[config.mk]
export PLATFORM = sky130hd
export DESIGN_NAME = q2e_isqrt
export DESIGN_NICKNAME = d
export VERILOG_FILES = /design/src/rtl/q2e_pkg.sv /design/src/rtl/q2e_isqrt.sv
export SDC_FILE = /design/constraint.sdc
export NUM_CORES = 2
export LEC_CHECK = 0
export ABC_AREA = 1
export BUFFER_PORTS_ARGS = -buffer_cell sky130_fd_sc_hd__buf_2
export CAP_MARGIN = 20
export CORE_ASPECT_RATIO = 0.7
export CORE_MARGIN = 2
export CORE_UTILIZATION = 40
export DETAILED_ROUTE_END_ITERATION = 6
export GPL_ROUTABILITY_DRIVEN = 0
export SLEW_MARGIN = 5
export SYNTH_ARGS = -nofsm -noshare
export SYNTH_HDL_FRONTEND = slang
export SYNTH_SLANG_ARGS = --single-unit
export TNS_END_PERCENT = 30
[constraint.sdc]
create_clock -name clk -period 2.36 [get_ports clk]
set_input_delay 0 -clock clk [delete_from_list [all_inputs] [get_ports clk]]
set_output_delay 0 -clock clk [all_outputs]
set_load 0.02 [all_outputs]
[src/rtl/q2e_pkg.sv]
`default_nettype none
package q2e_pkg;

	localparam int QW = 16;                  // Q2.14 input component width
	localparam int PW = 2 * QW;              // product width
	localparam int SW = 35;                  // width of the Q.28 sums
	localparam int CW = 38;                  // vectoring datapath width
	localparam int AW = 32;                  // internal angle, 2^32 per turn
	localparam int OW = 16;                  // output binary angle width
	localparam int STEPS = 30;               // vectoring iterations
	localparam int NW = 57;                  // radicand width, up to 2^56
	localparam int RW = 30;                  // root register width
	localparam int ROOT_STEPS = 29;          // one result bit per step
	localparam logic signed [SW-1:0] ONE = SW'(64'sd1 <<< 28);
	localparam logic [AW-1:0] HALF_TURN = 32'h8000_0000;
	localparam logic [AW-1:0] ROUND_HALF = 32'h0000_8000;

	typedef logic signed [SW-1:0] sum_t;
	typedef logic signed [CW-1:0] vec_t;
	typedef logic [AW-1:0] ang_t;

	// Arctangent of 2^-i in 2^32 units per turn.
	function automatic ang_t atan_turn(input int i);
		ang_t t;
		case (i)
			0: t = 32'h20000000;  1: t = 32'h12E4051D;  2: t = 32'h09FB385B;
			3: t = 32'h051111D4;  4: t = 32'h028B0D43;  5: t = 32'h0145D7E1;
			6: t = 32'h00A2F61E;  7: t = 32'h00517C55;  8: t = 32'h0028BE53;
			9: t = 32'h00145F2E; 10: t = 32'h000A2F98; 11: t = 32'h000517CC;
			12: t = 32'h00028BE6; 13: t = 32'h000145F3; 14: t = 32'h0000A2F9;
			15: t = 32'h0000517C; 16: t = 32'h000028BE; 17: t = 32'h0000145F;
			18: t = 32'h00000A2F; 19: t = 32'h00000517; 20: t = 32'h0000028B;
			21: t = 32'h00000145; 22: t = 32'h000000A2; 23: t = 32'h00000051;
			24: t = 32'h00000028; 25: t = 32'h00000014; 26: t = 32'h0000000A;
			27: t = 32'h00000005; 28: t = 32'h00000002; 29: t = 32'h00000001;
			default: t = '0;
		endcase
		return t;
	endfunction

endpackage
`default_nettype wire

[src/rtl/q2e_isqrt.sv]
`default_nettype none
module q2e_isqrt
	import q2e_pkg::*;
#(
	parameter int SIDE_W = 1
) (
	input  wire logic              clk,
	input  wire logic              arst_n,
	input  wire logic              en,
	input  wire logic              in_valid,
	input  wire logic [NW-1:0]     sq,
	input  wire logic [SIDE_W-1:0] side_in,
	output logic                   out_valid,
	output logic [RW-2:0]          root,
	output logic [SIDE_W-1:0]      side_out
);

	logic              v_s [0:ROOT_STEPS];
	logic [NW-1:0]     n_s [0:ROOT_STEPS];
	logic [NW-1:0]     r_s [0:ROOT_STEPS];
	logic [SIDE_W-1:0] d_s [0:ROOT_STEPS];

	localparam logic [NW-1:0] RAD_TOP = NW'(1) << (NW - 1);

	always_ff @(posedge clk or negedge arst_n) begin
		if (!arst_n) begin
			v_s[0] <= 1'b0;
		end else if (en) begin
			v_s[0] <= in_valid;
		end
	end

	always_ff @(posedge clk) begin
		if (en) begin
			n_s[0] <= RAD_TOP - sq;
			r_s[0] <= '0;
			d_s[0] <= side_in;
		end
	end

	// Digit-by-digit root: stage j tests the bit of weight 4^(28-j).
	// The partial root is kept scaled by the current bit weight, so the
	// early stages need the full radicand width.
	for (genvar j = 0; j < ROOT_STEPS; j++) begin : g_step
		localparam logic [NW-1:0] BIT = NW'(1) << (2 * (ROOT_STEPS - 1 - j));
		logic [NW-1:0] trial;
		logic          fits;

		assign trial = r_s[j] + BIT;
		assign fits  = n_s[j] >= trial;

		always_ff @(posedge clk or negedge arst_n) begin
			if (!arst_n) begin
				v_s[j+1] <= 1'b0;
			end else if (en) begin
				v_s[j+1] <= v_s[j];
			end
		end

		always_ff @(posedge clk) begin
			if (en) begin
				n_s[j+1] <= fits ? n_s[j] - trial : n_s[j];
				r_s[j+1] <= fits ? (r_s[j] >> 1) + BIT : (r_s[j] >> 1);
				d_s[j+1] <= d_s[j];
			end
		end
	end

	assign out_valid = v_s[ROOT_STEPS];
	assign root      = r_s[ROOT_STEPS][RW-2:0];
	assign side_out  = d_s[ROOT_STEPS];

endmodule
`default_nettype wire

==> results.toml <==
[status]
status = "finished, violations left"
violations = "design-rule violations, negative setup slack"

[sta]
period_minus_slack_ps = 2660
drv_slew = 0
fin_ws_ps = -303
relSlewSlack_pct = 47.4
rsz0062_at_grt = "yes"
worstMarginPinSlew_ps = 789
hold_viol = 0
fmax_mhz = 375
fin_skew_ps = 110
fin_crit_sh_pct = 113
setup_viol = 514

[yosys]
synth_fp_nets = 15300
ys_top_cells_by_area = "edfxtp_1, nand2_1, inv_1, nor2_1, ha_1"
synth-edff-count = 2118
netlist_area_um2 = 123000
async_flop_share_pct = 1.40
synth_top_area_share_pct = 51.9
ys_types = 56
ys_seq_area_share_pct = 52.5
synth_top_area_cell = "edfxtp_1"
synth_ff_type = "edfxtp_1"
syn_area_per_cell_um2 = 8.32
synth_cells = 14700
yosysWarningCount = 0
synth-seq-cells = 2148

[pwr]
comb_power_share_pct = 38.5
switching_share_pct = 36.0
intPower_uw = 93100
net-switching-power_uw = 52400
leakagePower_uw = 0.0770
clkPwrFrac_pct = 24.7
powerDensity_nw_per_um2 = 856
ir_drop_mv = 0.738
pwr-share-seq_pct = 36.8

[clock_tree]
clk_pin_slew_ps = 80
cts_made_buffers = 221
htree_levels = 4
cts_tree = "yes"
clock_latency_ps = 970
cts_root_buf = "clkbuf_16"
clock-sinks = 2148
cts.path.max_buffers = 4

[global_route]
grt_max_degree = 107
grt.overflow.total = 0
grtUsageTotal_pct = 26.6
antenna_found_initial = 18
grt_pass1_vias = 101000
grt_pass1_wl_mm = 626

[cells_and_area]
layoutNonFillerInstCount = 22100
fillCellCount = 26100
multi_input_area_um2 = 58400
nNetsFinal = 18400
area_delta_synth_final_pct = 38.7
drive_gt1_share_pct = 29.2
regArea_um2 = 64400

[die]
die_h_um = 467
io_pins = 93
rows = 169
dieArea_um2 = 311000
core_um2 = 304000
initial_core_util_pct = 40.3
die_x_um = 666

[routing]
drtPass1Iterations = 7
drt_iter0_drc = 15200
wl_per_cell_um = 19.9
viasPerCell = 5.15
route.detailed.drc = 6
ant_nets = 0
routed_wl_mm = 439
vias = 114000

[placed_design]
portBuffers = 92
place_inst = 20900
post-place-ws_ps = -1030
dpl.hpwl_mm = 330

[worst_setup_path]
start_kind = "register"
crit_arrival_ps = 3340
required_ps = 3040
path_class = "reg -> reg"
reg2reg_from = "n_s[5][18]$_DFFE_PP_"
max_stage_delay_ps = 460
cp_cell_sequence = "ha_4, buf_6, nand4_1, nor2_1, nand2_2, nor2_1, nand3_1, nand2_2, nor2_4, buf_12, buf_8, o21ai_4"
crit_path_max_fanout = 6
startpoint = "n_s[5][18]$_DFFE_PP_"
endpoint_kind = "register"
worstRegToRegCells = 12
crit_slowest_cell = "edfxtp_1"

[worst_hold_path]
min_path_type = "in -> async"

[job]
maxCapViolCount = 0
## cell families after synthesis
family                     count (synthesis)  synth area share [%]
and+or+nand+nor                         8207                  27.5
buffers and inverters                   2610                  8.24
DFF                                     2148                  52.5
AOI/OAI and AO/OA                        863                  3.84
adders and majority gates                461                  4.71
xor gates and xnor gates                 437                  3.12
muxes                                      2                0.0184
other                                      1               0.00306
## final timing paths
kind / to / slack, ps
worst max-delay path: n_s[5][89]$_DFFE_PP_ / -300
worst min-delay path: v_s[1]$_DFFE_PN0P_ / 120
worst max register to register: n_s[5][89]$_DFFE_PP_ / -300
worst min register to register: n_s[2][27]$_DFFE_PP_ / 350
max in group asynchronous: v_s[14]$_DFFE_PN0P_ / 2060
min in group clk: n_s[0][38]$_DFFE_PP_ / 120
## cells in the mapped netlist, types with 7 or more instances
cell type,n
o21ai_0,234
nor2_2,29
nand3_1,809
inv_2,8
buf_4,20
clkbuf_1,9
nand2_1,4937
nor3b_1,8
buf_2,63
xor2_1,280
and2_1,25
o21ai_2,11
a21boi_0,16
nand3_2,7
nand2_2,22
or2_2,21
buf_6,19
ha_1,461
dfrtp_1,30
xnor2_1,157
a21o_1,20
nand4_1,283
nor4_1,98
a21oi_1,474
a21oi_2,30
nor3_1,159
o21ai_1,28
nor2_1,1695
inv_1,2484
nand3b_1,93
edfxtp_1,2118
o21bai_1,23
## repair_timing
action	in CTS	in global routing
resized for setup	1168	1675
cloned	36	21
setup endpoints to repair	686	752
hold buffers	148	0
setup buffers	297	271
hold endpoints to repair	1705	0
pin swaps	263	512
## layer usage
layer  routed length, µm  part of all wire (%)  vias to the layer above  track usage (%)
met5                  81                 0.018                        -                0
li1                    -                     -                    53800                -
met2              159000                    36                     6180             32.6
met1              206000                    47                    53100             43.9
met4                7650                   1.7                        6             4.27
met3               66300                    15                      581             8.76
## metrics by stage
step	TNS, ps	instance area, µm²	util (%)	total power (µW)	hold slack, ps
after global placement	-137780	145000	47.6	97200	66.1
after CTS	-27700	162000	53.2	138000	27.9
after floorplan	0	123000	-	74600	-296
after detailed placement	-140470	145000	47.6	97500	73.5
final	-47980	170000	56.0	145000	115
after global routing	-89380	170000	55.9	152000	117
## critical path: cells and delay by family, from the launching register on
family	cells	cell delay, ps
simple gates	7	980
fa+ha+maj	1	320
buf+inv	3	360
flops	1	460
compound gates	1	320
## power by group through the flow
stage	clock [µW]	sequential [µW]	combinational [µW]
finish	35900	53600	56000
global route	38000	53800	60400
CTS	36600	53200	48300
detailed placement	0	53700	43800
global placement	0	53700	43500
floorplan	0	51100	23500
## cell type report
class	instances	area share (%)
flip-flops and latches	2148	37.9
multi-input cells	9971	34.4
repair buffers	3023	14.9
inverters	2493	5.56
clock buffers	256	3.34
well taps	4018	2.96
clock inverters	136	0.917
repair inverters	5	0.0456
diodes	6	0.00883
## layout by cell type, fill, tap and decap left out, drive strengths merged, types with 164 or more instances in the layout
master	instances
a21oi	504
buf	2857
clkbuf	274
edfxtp	2118
ha	461
inv	2505
nand2	4960
nand3	816
nand4	285
nor2	1728
nor3	164
o21ai	273
xor2	280
## state kept, by name, indices dropped and copies added, names as in the netlist
signal,cells
n_s,1653
r_s,435
d_s,30
v_s,29
out_valid,1
(Power assumes the default switching activity.)
